--- src/sv/slh_pkg.sv ---
// ----------------------------------------------------------------------------
// slh_pkg
// Shared types, constants and mixing functions of the strided lookup3 hash.
// ----------------------------------------------------------------------------
package slh_pkg;

    // stream payload layout
    localparam int IN_DATA_W  = 96;
    localparam int OUT_DATA_W = 32;
    localparam int WORD_LSB   = 0;
    localparam int LEN_LSB    = 32;
    localparam int SEED_LSB   = 64;

    // item kinds carried in tuser
    localparam logic CMD_START = 1'b0;
    localparam logic CMD_DATA  = 1'b1;

    localparam logic [31:0] HASH_INIT = 32'hdeadbeef;

    // len / 10000 as ((len >> 4) * STRIDE_RECIP) >> STRIDE_SHIFT, exact for 28-bit operands
    localparam int          STRIDE_PRE_SHIFT = 4;
    localparam int          STRIDE_OPND_W    = 32 - STRIDE_PRE_SHIFT;
    localparam int          STRIDE_RECIP_W   = 29;
    localparam int          STRIDE_PROD_W    = STRIDE_OPND_W + STRIDE_RECIP_W;
    localparam int          STRIDE_SHIFT     = 38;
    localparam int          STRIDE_W         = STRIDE_PROD_W - STRIDE_SHIFT;
    localparam logic [STRIDE_RECIP_W-1:0] STRIDE_RECIP = 29'd439804652;

    // period length 3d and span 12d
    localparam int PHASE_W = STRIDE_W + 2;
    localparam int SPAN_W  = PHASE_W + 2;
    localparam int WORDS_W = 31;

    // mixing register slots
    localparam logic [1:0] SLOT_A    = 2'd0;
    localparam logic [1:0] SLOT_B    = 2'd1;
    localparam logic [1:0] SLOT_C    = 2'd2;
    localparam logic [1:0] SLOT_NONE = 2'd3;

    // mix runs in three double-row steps, final in four
    localparam logic [1:0] MIX_LAST_STEP   = 2'd2;
    localparam logic [1:0] FINAL_LAST_STEP = 2'd3;

    // queue between front and back
    localparam int QDEPTH = 4;
    localparam int QPTR_W = 2;
    localparam int QCNT_W = 3;

    typedef struct packed {
        logic        is_start;
        logic        zero_len;
        logic        apply;
        logic        last;
        logic [1:0]  slot;
        logic [31:0] word;
    } q_entry_t;

    typedef struct packed {
        logic [31:0] a;
        logic [31:0] b;
        logic [31:0] c;
    } abc_t;

    function automatic logic [31:0] rotl32(input logic [31:0] x, input int unsigned k);
        return (x << k) | (x >> (32 - k));
    endfunction

    // two rows of the lookup3 mix per step
    function automatic abc_t mix_step(input abc_t s, input logic [1:0] step);
        abc_t r;
        r = s;
        case (step)
            2'd0:
            begin
                r.a = (r.a - r.c) ^ rotl32(r.c, 4);
                r.c = r.c + r.b;
                r.b = (r.b - r.a) ^ rotl32(r.a, 6);
                r.a = r.a + r.c;
            end
            2'd1:
            begin
                r.c = (r.c - r.b) ^ rotl32(r.b, 8);
                r.b = r.b + r.a;
                r.a = (r.a - r.c) ^ rotl32(r.c, 16);
                r.c = r.c + r.b;
            end
            2'd2:
            begin
                r.b = (r.b - r.a) ^ rotl32(r.a, 19);
                r.a = r.a + r.c;
                r.c = (r.c - r.b) ^ rotl32(r.b, 4);
                r.b = r.b + r.a;
            end
            default:
            begin
                r = s;
            end
        endcase
        return r;
    endfunction

    // two rows of the final avalanche per step, the last step has one
    function automatic abc_t final_step(input abc_t s, input logic [1:0] step);
        abc_t r;
        r = s;
        case (step)
            2'd0:
            begin
                r.c = (r.c ^ r.b) - rotl32(r.b, 14);
                r.a = (r.a ^ r.c) - rotl32(r.c, 11);
            end
            2'd1:
            begin
                r.b = (r.b ^ r.a) - rotl32(r.a, 25);
                r.c = (r.c ^ r.b) - rotl32(r.b, 16);
            end
            2'd2:
            begin
                r.a = (r.a ^ r.c) - rotl32(r.c, 4);
                r.b = (r.b ^ r.a) - rotl32(r.a, 14);
            end
            default:
            begin
                r.c = (r.c ^ r.b) - rotl32(r.b, 24);
            end
        endcase
        return r;
    endfunction

endpackage

--- src/sv/slh_front.sv ---
// ----------------------------------------------------------------------------
// slh_front
// Accepts stream transactions, tracks message position and stride, and
// classifies each word into a queue entry for the mixing back end.
// ----------------------------------------------------------------------------
module slh_front
    import slh_pkg::*;
(
    input  logic                 clk,
    input  logic                 rst_n,
    input  logic                 s_tvalid,
    output logic                 s_tready,
    input  logic [IN_DATA_W-1:0] s_tdata,   // data_word, length_bytes, seed
    input  logic                 s_tuser,   // cmd
    input  logic                 q_full,
    output logic                 q_push,
    output q_entry_t             q_wdata
);

    // input register
    logic                item_valid_reg;
    logic                cmd_reg;
    logic [31:0]         word_reg;
    logic [31:0]         len_reg;
    logic [31:0]         seed_reg;
    logic [STRIDE_W-1:0] stride_reg;

    // message position
    logic [31:0]         bytes_left_reg;
    logic [PHASE_W-1:0]  period_words_reg;
    logic [SPAN_W-1:0]   span_reg;
    logic [PHASE_W-1:0]  phase_reg;
    logic [WORDS_W-1:0]  words_to_come_reg;

    logic [STRIDE_PROD_W-1:0] stride_prod;
    logic                accept;
    logic                item_done;
    logic                need_push;
    logic                is_start;
    logic [STRIDE_W-1:0] stride1;
    logic [PHASE_W-1:0]  period_start;
    logic [31:0]         init_val;
    logic [WORDS_W-1:0]  words_start;
    logic                msg_open;
    logic                in_loop;
    logic                head_slot;
    logic                tail_ok;
    logic [3:0]          tail_n;
    logic [31:0]         tail_mask;
    logic [1:0]          slot;
    logic                apply;
    logic                last;
    logic [PHASE_W-1:0]  phase_inc;
    logic                wrap;

    // stride divide by reciprocal multiply, registered with the transaction
    assign stride_prod = STRIDE_PROD_W'(s_tdata[LEN_LSB+STRIDE_PRE_SHIFT +: STRIDE_OPND_W])
                       * STRIDE_PROD_W'(STRIDE_RECIP);

    assign accept    = s_tvalid && s_tready;
    assign item_done = item_valid_reg && (!need_push || !q_full);
    assign s_tready  = !item_valid_reg || item_done;

    always_ff @(posedge clk or negedge rst_n)
    begin
        if (!rst_n)
        begin
            item_valid_reg <= 1'b0;
        end
        else if (accept)
        begin
            item_valid_reg <= 1'b1;
        end
        else if (item_done)
        begin
            item_valid_reg <= 1'b0;
        end
    end

    always_ff @(posedge clk)
    begin
        if (accept)
        begin
            cmd_reg    <= s_tuser;
            word_reg   <= s_tdata[WORD_LSB +: 32];
            len_reg    <= s_tdata[LEN_LSB +: 32];
            seed_reg   <= s_tdata[SEED_LSB +: 32];
            stride_reg <= stride_prod[STRIDE_SHIFT +: STRIDE_W];
        end
    end

    // start values
    assign is_start     = (cmd_reg == CMD_START);
    assign stride1      = (stride_reg == '0) ? STRIDE_W'(1) : stride_reg;
    assign period_start = PHASE_W'({stride1, 1'b0}) + PHASE_W'(stride1);
    assign init_val     = HASH_INIT + len_reg + seed_reg;
    assign words_start  = WORDS_W'(len_reg[31:2]) + WORDS_W'(|len_reg[1:0]);

    // data word classification
    assign msg_open  = (words_to_come_reg != '0);
    assign in_loop   = (bytes_left_reg > 32'(span_reg));
    assign head_slot = (phase_reg < PHASE_W'(3));
    assign tail_n    = bytes_left_reg[3:0] - {phase_reg[1:0], 2'b00};
    assign tail_ok   = !in_loop && head_slot && (bytes_left_reg <= 32'd12)
                     && ({phase_reg[1:0], 2'b00} < bytes_left_reg[3:0]);

    always_comb
    begin
        case (tail_n)
            4'd1:    tail_mask = 32'h0000_00ff;
            4'd2:    tail_mask = 32'h0000_ffff;
            4'd3:    tail_mask = 32'h00ff_ffff;
            default: tail_mask = 32'hffff_ffff;
        endcase
    end

    assign slot      = ((in_loop && head_slot) || tail_ok) ? phase_reg[1:0] : SLOT_NONE;
    assign apply     = in_loop && (phase_reg == PHASE_W'(2));
    assign last      = (words_to_come_reg == WORDS_W'(1));
    assign phase_inc = phase_reg + PHASE_W'(1);
    assign wrap      = (phase_inc >= period_words_reg);

    // skipped words need no back-end work unless they close the message
    assign need_push = is_start || (msg_open && ((slot != SLOT_NONE) || last));
    assign q_push    = item_valid_reg && need_push && !q_full;

    always_comb
    begin
        q_wdata.is_start = is_start;
        q_wdata.zero_len = (len_reg == '0);
        q_wdata.apply    = !is_start && apply;
        q_wdata.last     = !is_start && last;
        q_wdata.slot     = is_start ? SLOT_NONE : slot;
        if (is_start)
        begin
            q_wdata.word = init_val;
        end
        else if (in_loop)
        begin
            q_wdata.word = word_reg;
        end
        else
        begin
            q_wdata.word = word_reg & tail_mask;
        end
    end

    // message position update
    always_ff @(posedge clk or negedge rst_n)
    begin
        if (!rst_n)
        begin
            bytes_left_reg    <= '0;
            period_words_reg  <= PHASE_W'(3);
            span_reg          <= SPAN_W'(12);
            phase_reg         <= '0;
            words_to_come_reg <= '0;
        end
        else if (item_done)
        begin
            if (is_start)
            begin
                bytes_left_reg    <= len_reg;
                period_words_reg  <= period_start;
                span_reg          <= SPAN_W'({period_start, 2'b00});
                phase_reg         <= '0;
                words_to_come_reg <= words_start;
            end
            else if (msg_open)
            begin
                phase_reg         <= wrap ? '0 : phase_inc;
                words_to_come_reg <= words_to_come_reg - WORDS_W'(1);
                if (wrap && in_loop)
                begin
                    bytes_left_reg <= bytes_left_reg - 32'(span_reg);
                end
            end
        end
    end

endmodule

--- src/sv/slh_queue.sv ---
// ----------------------------------------------------------------------------
// slh_queue
// Short first-in first-out queue of classified entries between front and back.
// ----------------------------------------------------------------------------
module slh_queue
    import slh_pkg::*;
(
    input  logic     clk,
    input  logic     rst_n,
    input  logic     push,
    input  q_entry_t wdata,
    output logic     full,
    input  logic     pop,
    output q_entry_t head,
    output logic     head_valid
);

    q_entry_t            mem_reg [QDEPTH];
    logic [QPTR_W-1:0]   wr_ptr_reg;
    logic [QPTR_W-1:0]   rd_ptr_reg;
    logic [QCNT_W-1:0]   count_reg;

    assign full       = (count_reg == QCNT_W'(QDEPTH));
    assign head_valid = (count_reg != '0);
    assign head       = mem_reg[rd_ptr_reg];

    // entry storage
    always_ff @(posedge clk)
    begin
        if (push)
        begin
            mem_reg[wr_ptr_reg] <= wdata;
        end
    end

    // pointers and fill count
    always_ff @(posedge clk or negedge rst_n)
    begin
        if (!rst_n)
        begin
            wr_ptr_reg <= '0;
            rd_ptr_reg <= '0;
            count_reg  <= '0;
        end
        else
        begin
            if (push)
            begin
                wr_ptr_reg <= wr_ptr_reg + QPTR_W'(1);
            end
            if (pop)
            begin
                rd_ptr_reg <= rd_ptr_reg + QPTR_W'(1);
            end
            if (push && !pop)
            begin
                count_reg <= count_reg + QCNT_W'(1);
            end
            else if (pop && !push)
            begin
                count_reg <= count_reg - QCNT_W'(1);
            end
        end
    end

`ifndef SYNTHESIS
    a_no_overflow: assert property (@(posedge clk) disable iff (!rst_n)
        count_reg <= QCNT_W'(QDEPTH))
        else $error("queue fill count above depth");

    a_no_push_full: assert property (@(posedge clk) disable iff (!rst_n)
        push |-> !full)
        else $error("push into full queue");
`endif

endmodule

--- src/sv/slh_back.sv ---
// ----------------------------------------------------------------------------
// slh_back
// Mixing engine: adds the period words into a, b, c, runs mix and final
// avalanche in double-row steps, and holds the hash in an output register.
// ----------------------------------------------------------------------------
module slh_back
    import slh_pkg::*;
(
    input  logic                  clk,
    input  logic                  rst_n,
    input  q_entry_t              head,
    input  logic                  head_valid,
    output logic                  pop,
    output logic                  m_tvalid,
    input  logic                  m_tready,
    output logic [OUT_DATA_W-1:0] m_tdata   // hash
);

    localparam logic [1:0] ST_IDLE  = 2'd0;
    localparam logic [1:0] ST_MIX   = 2'd1;
    localparam logic [1:0] ST_FINAL = 2'd2;

    logic [1:0]  st_reg;
    logic [1:0]  step_reg;
    abc_t        abc_reg;
    logic [31:0] pend_reg [3];
    logic        out_valid_reg;
    logic [31:0] hash_reg;

    logic        out_free;
    logic        needs_idle;
    logic        engine_idle;
    logic        zero_start;
    logic        fin_emit;
    logic        out_load;
    logic [31:0] add_a;
    logic [31:0] add_b;
    logic [31:0] add_c;
    abc_t        sum_abc;
    abc_t        mix_abc;
    abc_t        fin_abc;

    assign out_free    = !out_valid_reg || m_tready;
    assign engine_idle = (st_reg == ST_IDLE);
    assign needs_idle  = head.is_start || head.apply || head.last;
    assign zero_start  = head.is_start && head.zero_len;

    // pending word writes go on while the engine mixes
    assign pop = head_valid
              && (!needs_idle || (engine_idle && (!zero_start || out_free)));

    // period words into a, b, c
    assign add_a     = (head.slot == SLOT_A) ? head.word : pend_reg[0];
    assign add_b     = (head.slot == SLOT_B) ? head.word : pend_reg[1];
    assign add_c     = (head.slot == SLOT_C) ? head.word : pend_reg[2];
    assign sum_abc.a = abc_reg.a + add_a;
    assign sum_abc.b = abc_reg.b + add_b;
    assign sum_abc.c = abc_reg.c + add_c;

    assign mix_abc  = mix_step(abc_reg, step_reg);
    assign fin_abc  = final_step(abc_reg, step_reg);
    assign fin_emit = (st_reg == ST_FINAL) && (step_reg == FINAL_LAST_STEP) && out_free;
    assign out_load = fin_emit || (pop && zero_start);

    // engine sequencer
    always_ff @(posedge clk or negedge rst_n)
    begin
        if (!rst_n)
        begin
            st_reg   <= ST_IDLE;
            step_reg <= '0;
        end
        else
        begin
            unique case (st_reg)
                ST_IDLE:
                begin
                    step_reg <= '0;
                    if (pop && head.apply)
                    begin
                        st_reg <= ST_MIX;
                    end
                    else if (pop && head.last)
                    begin
                        st_reg <= ST_FINAL;
                    end
                end
                ST_MIX:
                begin
                    if (step_reg == MIX_LAST_STEP)
                    begin
                        st_reg   <= ST_IDLE;
                        step_reg <= '0;
                    end
                    else
                    begin
                        step_reg <= step_reg + 2'd1;
                    end
                end
                ST_FINAL:
                begin
                    if (step_reg != FINAL_LAST_STEP)
                    begin
                        step_reg <= step_reg + 2'd1;
                    end
                    else if (out_free)
                    begin
                        st_reg   <= ST_IDLE;
                        step_reg <= '0;
                    end
                end
                default:
                begin
                    st_reg   <= ST_IDLE;
                    step_reg <= '0;
                end
            endcase
        end
    end

    // mixing registers and pending words
    always_ff @(posedge clk)
    begin
        if (pop && head.is_start)
        begin
            abc_reg.a   <= head.word;
            abc_reg.b   <= head.word;
            abc_reg.c   <= head.word;
            pend_reg[0] <= '0;
            pend_reg[1] <= '0;
            pend_reg[2] <= '0;
        end
        else if (pop && (head.apply || head.last))
        begin
            abc_reg     <= sum_abc;
            pend_reg[0] <= '0;
            pend_reg[1] <= '0;
            pend_reg[2] <= '0;
        end
        else
        begin
            if (pop && (head.slot != SLOT_NONE))
            begin
                pend_reg[head.slot] <= head.word;
            end
            if (st_reg == ST_MIX)
            begin
                abc_reg <= mix_abc;
            end
            else if ((st_reg == ST_FINAL) && (step_reg != FINAL_LAST_STEP))
            begin
                abc_reg <= fin_abc;
            end
        end
    end

    // output register
    always_ff @(posedge clk or negedge rst_n)
    begin
        if (!rst_n)
        begin
            out_valid_reg <= 1'b0;
        end
        else if (out_load)
        begin
            out_valid_reg <= 1'b1;
        end
        else if (m_tready)
        begin
            out_valid_reg <= 1'b0;
        end
    end

    always_ff @(posedge clk)
    begin
        if (fin_emit)
        begin
            hash_reg <= fin_abc.c;
        end
        else if (pop && zero_start)
        begin
            hash_reg <= head.word;
        end
    end

    assign m_tvalid = out_valid_reg;
    assign m_tdata  = hash_reg;

`ifndef SYNTHESIS
    a_busy_no_ordered: assert property (@(posedge clk) disable iff (!rst_n)
        (!engine_idle && pop) |-> !(head.is_start || head.apply || head.last))
        else $error("ordered entry taken while engine busy");

    a_mix_step_range: assert property (@(posedge clk) disable iff (!rst_n)
        (st_reg == ST_MIX) |-> (step_reg <= MIX_LAST_STEP))
        else $error("mix step out of range");

    a_emit_valid: assert property (@(posedge clk) disable iff (!rst_n)
        fin_emit |=> m_tvalid)
        else $error("final hash not presented");
`endif

endmodule

--- src/sv/strided_lookup3_hash_core.sv ---
// ----------------------------------------------------------------------------
// strided_lookup3_hash_core
// Strided lookup3 hash over a byte buffer streamed as little-endian words.
// ----------------------------------------------------------------------------
// Input stream s_*: tuser 0 starts a message (length and seed in tdata),
// tuser 1 carries the next 32-bit buffer word. Output stream m_* carries one
// 32-bit hash per message, after its last word or after a zero-length
// start. A new start drops any running message; stray words are ignored.
// The front registers each transaction, works out the stride with one
// reciprocal multiply and classifies the word; a four-entry queue feeds the
// mixing engine. The input takes one transaction per cycle while the queue
// has room. Each mixed period costs the engine an add step and then the
// mix steps; skipped words cost nothing. The last word is added in and
// followed by the final avalanche steps, whose result is loaded into the
// output register. A stalled receiver holds the hash in the output
// register; the engine then waits and the queue fills before the input
// deasserts tready. Reset clears all control state; no clearing pass.
// ----------------------------------------------------------------------------
module strided_lookup3_hash_core
    import slh_pkg::*;
(
    input  logic                  clk,
    input  logic                  rst_n,
    input  logic                  s_tvalid,
    output logic                  s_tready,
    input  logic [IN_DATA_W-1:0]  s_tdata,   // data_word, length_bytes, seed
    input  logic                  s_tuser,   // cmd
    output logic                  m_tvalid,
    input  logic                  m_tready,
    output logic [OUT_DATA_W-1:0] m_tdata    // hash
);

    logic     q_push;
    logic     q_full;
    logic     q_pop;
    logic     q_head_valid;
    q_entry_t q_wdata;
    q_entry_t q_head;

    // classify transactions
    slh_front u_front (
        .clk      (clk),
        .rst_n    (rst_n),
        .s_tvalid (s_tvalid),
        .s_tready (s_tready),
        .s_tdata  (s_tdata),
        .s_tuser  (s_tuser),
        .q_full   (q_full),
        .q_push   (q_push),
        .q_wdata  (q_wdata)
    );

    // decoupling queue
    slh_queue u_queue (
        .clk        (clk),
        .rst_n      (rst_n),
        .push       (q_push),
        .wdata      (q_wdata),
        .full       (q_full),
        .pop        (q_pop),
        .head       (q_head),
        .head_valid (q_head_valid)
    );

    // mixing engine and output register
    slh_back u_back (
        .clk        (clk),
        .rst_n      (rst_n),
        .head       (q_head),
        .head_valid (q_head_valid),
        .pop        (q_pop),
        .m_tvalid   (m_tvalid),
        .m_tready   (m_tready),
        .m_tdata    (m_tdata)
    );

endmodule
--- config.mk ---
export PLATFORM = sky130hd
export DESIGN_NAME = strided_lookup3_hash_core
export DESIGN_NICKNAME = d
export VERILOG_FILES = /design/src/sv/slh_pkg.sv /design/src/sv/slh_front.sv /design/src/sv/slh_queue.sv /design/src/sv/slh_back.sv /design/src/sv/strided_lookup3_hash_core.sv
export SDC_FILE = /design/constraint.sdc
export NUM_CORES = 2
export LEC_CHECK = 0
export ABC_AREA = 1
export BUFFER_PORTS_ARGS = -buffer_cell sky130_fd_sc_hd__buf_2
export CAP_MARGIN = 20
export CORE_ASPECT_RATIO = 2
export CORE_MARGIN = 10
export CORE_UTILIZATION = 45
export DETAILED_ROUTE_END_ITERATION = 10
export PLACE_DENSITY = 0.7
export SYNTH_ARGS = -nofsm -noshare
export SYNTH_HDL_FRONTEND = slang
export SYNTH_HIERARCHICAL = 1
export SYNTH_SLANG_ARGS = --single-unit
--- constraint.sdc ---
create_clock -name clk -period 6.1 [get_ports clk]
set_clock_uncertainty 0.05 [all_clocks]
set_input_delay 1.22 -clock clk [delete_from_list [all_inputs] [get_ports clk]]
set_output_delay 1.22 -clock clk [all_outputs]
set_load 0.05 [all_outputs]
==> metrics.txt, run 1 <==
status=aborted with a tool error; Failed at=5_1_grt; stop err=[ERROR GRT-0116] Global routing finished with congestion. Check the congestion regions in the DRC Viewer.; Syn Nets=15300; I/O pins=135; # clock sinks=610; CTS Buf Count=51; Post-synth top flop=edfxtp_1; initial core utilization=0.452; Seq/Total Area, Yosys=0.187; htree depth=2; die height=669 um; Clock Root Buffer=clkbuf_16; top-area cell type share of the netlist area=0.156; Die Wd=345 um; Mapped Cells=13800; gr ovfl total=6555; GRT Overall Usage=0.790; first-pass GRT wire length=1380000 um; ys async rst share=0.193; dpl cells=19200; vias in the first global route=150000; largest net degree at the start of global routing=93; synth warn=6; Post-DP HPWL=592000 um; FP Rows=238; Yosys reg bits=610; Synth cell types=84; placer congestion estimate=1.27; area of the mapped netlist=94900 sq um; area leader, netlist=edfxtp_1; ranking of synthesized cells by area=edfxtp_1, ha_1, nand2_1; I/O Buffers=134; placed cell area=121000 sq um; number of synthesized flops with an enable pin=492; synthesized area per cell=6.90 sq um; Clock Path Buffers=3
==> synth_stat cells, types with 17 or more instances <==
cell type  number
nand3_2        24
dfrtp_1       116
nand3_1       682
nor2_1        921
o21ai_1        82
inv_2          61
a21oi_1      1062
nand2_2        96
nor2_2         33
a21boi_1       23
xor2_1        558
nand3b_1       29
nand2_1      3334
clkbuf_1      172
or2_2          64
a21o_1         39
buf_2          92
buf_1          27
fa_1          359
nor4_1         44
edfxtp_1      492
a21boi_0       35
o21bai_1       87
o211ai_2       29
o211ai_1      152
o221ai_1       31
inv_1        2199
nand2_4        17
nand4_1       233
nor3_1        166
buf_4          40
a21oi_2        20
ha_1         1075
o22ai_1        17
xnor2_1       203
o31ai_1        20
a31oi_1        72
o21ai_0       812
nor2_4         17
o21a_1         42
==> per-stage QoR <==
step	worst slack (ps)	setup TNS [ps]	util
4_1_cts	-75.0	-242	0.591
3_5_place_dp	-1150	-43130	0.575
3_3_place_gp	-1080	-40230	0.575
2_1_floorplan	-4.15	-4.15	-
==> layer usage <==
metal / GRT usage / GRT overflow
met3: 0.617 / 95
met4: 0.844 / 1517
met2: 1.01 / 4869
met5: 0.255 / 15
met1: 0.735 / 59
==> kinds of logic after synthesis <==
family / Yosys count / synth area share
compound gates: 2594 / 0.156
xor+xnor: 764 / 0.0708
fa+ha+maj: 1434 / 0.217
buf+inv: 2618 / 0.109
flops: 610 / 0.187
mux: 7 / 0.000738
simple gates: 5735 / 0.260
==> repair_timing <==
action                                  CTS
endpoints found under the setup margin   87
buffers inserted                         39
hold endpoints to repair                  0
pin swaps                                71
resized for setup                       300
hold buffers                              0
==> run 2, diff against run 1 <==
--- a/config.mk
+++ b/config.mk
@@ -8,11 +8,10 @@
 export ABC_AREA = 1
 export BUFFER_PORTS_ARGS = -buffer_cell sky130_fd_sc_hd__buf_2
 export CAP_MARGIN = 20
-export CORE_ASPECT_RATIO = 2
 export CORE_MARGIN = 10
-export CORE_UTILIZATION = 45
+export CORE_UTILIZATION = 30
 export DETAILED_ROUTE_END_ITERATION = 10
-export PLACE_DENSITY = 0.7
+export PLACE_DENSITY_LB_ADDON = 0.15
 export SYNTH_ARGS = -nofsm -noshare
 export SYNTH_HDL_FRONTEND = slang
 export SYNTH_HIERARCHICAL = 1
==> constraint.sdc (replaced) <==
create_clock -name clk -period 7.93 [get_ports clk]
set_clock_uncertainty 0.05 [all_clocks]
set_input_delay 1.586 -clock clk [delete_from_list [all_inputs] [get_ports clk]]
set_output_delay 1.586 -clock clk [all_outputs]
set_load 0.05 [all_outputs]
==> metrics.txt, run 2 <==
Largest stage delay, worst path=860 ps; Syn Nets=15300; DR pass1 iterations=7; Largest register FFs=152; Fin Setup TNS=0 ps; Mapped Cells=13800; synthesized area per cell=6.90 sq um; FP Rows=206; area leader, netlist=edfxtp_1; Clock Root Buffer=clkbuf_16; vias in the first global route=97200; final cell area excluding filler cells=108000 sq um; maximum fanout along the worst path=9; GRT Overall Usage=0.330; fmax=130 MHz; layout cells sized above 1=0.103; Critical-path top delay cell=edfxtp_1; WP data arrival=8060 ps; Tcrit/Tclk final=0.970; fill count=35000; placer congestion estimate=1.10; Vias/cell=5.45; core area=315000 sq um; Seq/Total Area, Yosys=0.187; Post-DP HPWL=501000 um; placed cell area=105000 sq um; Final Hold Vio Count=0; Critical Path RT=8300 ps; Final setup viols=0; Synth cell types=84; routed len/inst=31.4 um; overall via count from detail_route=102000; Clk pin slew, worst setup/hold paths=60 ps; Synth top cells by count=nand2_1, inv_1, ha_1; min-delay worst type=register to register; status=finished, final reports clean; largest net degree at the start of global routing=121; Post-synth top flop=edfxtp_1; DR DRC count=0; startpoint types=register; # clock sinks=610; Yosys reg bits=610; gr ovfl total=0; clock period minus worst slack=7690 ps; 1st-iter DRT viols=11400; top-count cell post-synth=nand2_1; top-area cell type share of the netlist area=0.156; synth warn=6; worst-margin pin slew=1320 ps; Max-Cap Viols=0; Routed Antenna Nets=0; Clock Path Buffers=3; crit-path most repeated cell=inv_1; first-pass GRT wire length=794000 um; latest clock arrival within the worst-skew pair=690 ps; WP buf/inv=7; Die Wd=582 um; worst rel slew slack=0.112; delay-heaviest family, CP=adder cells; die height=582 um; commonest non-fill, non-tap cell in the layout=nand2_1; I/O pins=135; number of synthesized flops with an enable pin=492; die area=339000 sq um; initial core utilization=0.301; ranking of synthesized cells by area=edfxtp_1, ha_1, nand2_1; CTS tree=done; post-CTS resize count=0; RSZ-0062 raised after global routing=no; Pins Over Slew Limit=0; Setup CP Type=register to register; initial antenna violation count=66; # hold bufs at CTS=0; most frequent cells in the layout=nand2_1, inv_1, ha_1; CP Capture Type=register; area of the mapped netlist=94900 sq um; setup bufs post-CTS=0; CTS Buf Count=71; htree depth=3; total wire length=585000 um; ys async rst share=0.193; I/O Buffers=134; Layout Nets=15900; area growth from synthesis to layout=13.7%
[run 2: logic make-up after synthesis]
kind of cell / after synthesis / synth area share
compound gates: 2594 / 0.156
flops: 610 / 0.187
buf+inv: 2618 / 0.109
xor+xnor: 764 / 0.0708
simple gates: 5735 / 0.260
fa+ha+maj: 1434 / 0.217
mux: 7 / 0.000738
[run 2: metrics by stage]
stage / hold WS (ps) / setup WS, ps / utilization / std cells
6_report: 424 / 241 / 0.342 / 18700
2_1_floorplan: 392 / 1290 / - / 13800
4_1_cts: 426 / 607 / 0.342 / 18600
5_1_grt: 442 / 149 / 0.342 / 18600
3_5_place_dp: 411 / 309 / 0.334 / 18500
3_3_place_gp: 408 / 292 / 0.334 / 18500
[run 2: cell type report]
type                    instances  area [sq um]  area share
flip-flops and latches        610         17700       0.164
well taps                    4160          5200      0.0483
diodes                         28          70.1    0.000650
clock buffers                  78          1840      0.0171
clock inverters                53           759     0.00704
repair buffers                925          6800      0.0630
multi-input cells           10500         66900       0.621
inverters                    2268          8520      0.0790
[run 2: final timing paths]
path                                      startpoint  cells past startpoint  slack (ps)                          end
worst min register to register  u_front/phase_reg[9]                      2         420         u_front/phase_reg[9]
max in group asynchronous                      rst_n                      2        5700  u_front/period_words_reg[9]
worst max register to register    u_back/abc_reg[79]                     25         240            u_back/abc_reg[6]
min in group asynchronous                      rst_n                      1         900   u_front/bytes_left_reg[18]
worst max-delay path              u_back/abc_reg[79]                     25         240            u_back/abc_reg[6]
worst min-delay path            u_front/phase_reg[9]                      2         420         u_front/phase_reg[9]
[run 2: per-layer routing]
layer	GRT usage	vias to the layer above	share of wire
li1	-	46400	-
met1	0.425	49300	0.41
met2	0.500	4734	0.42
met3	0.0636	1182	0.082
met4	0.221	22	0.083
met5	0	-	0.00028
[run 2: worst min-delay path: cells and delay by family, from the launching register on]
kind | cells | cell delay [ps]
and+or+nand+nor | 2 | 100
DFF | 1 | 340
Power of run 2 is not shown: default switching activity piles up to over one toggle a cycle in this logic, so the estimate is an artifact.
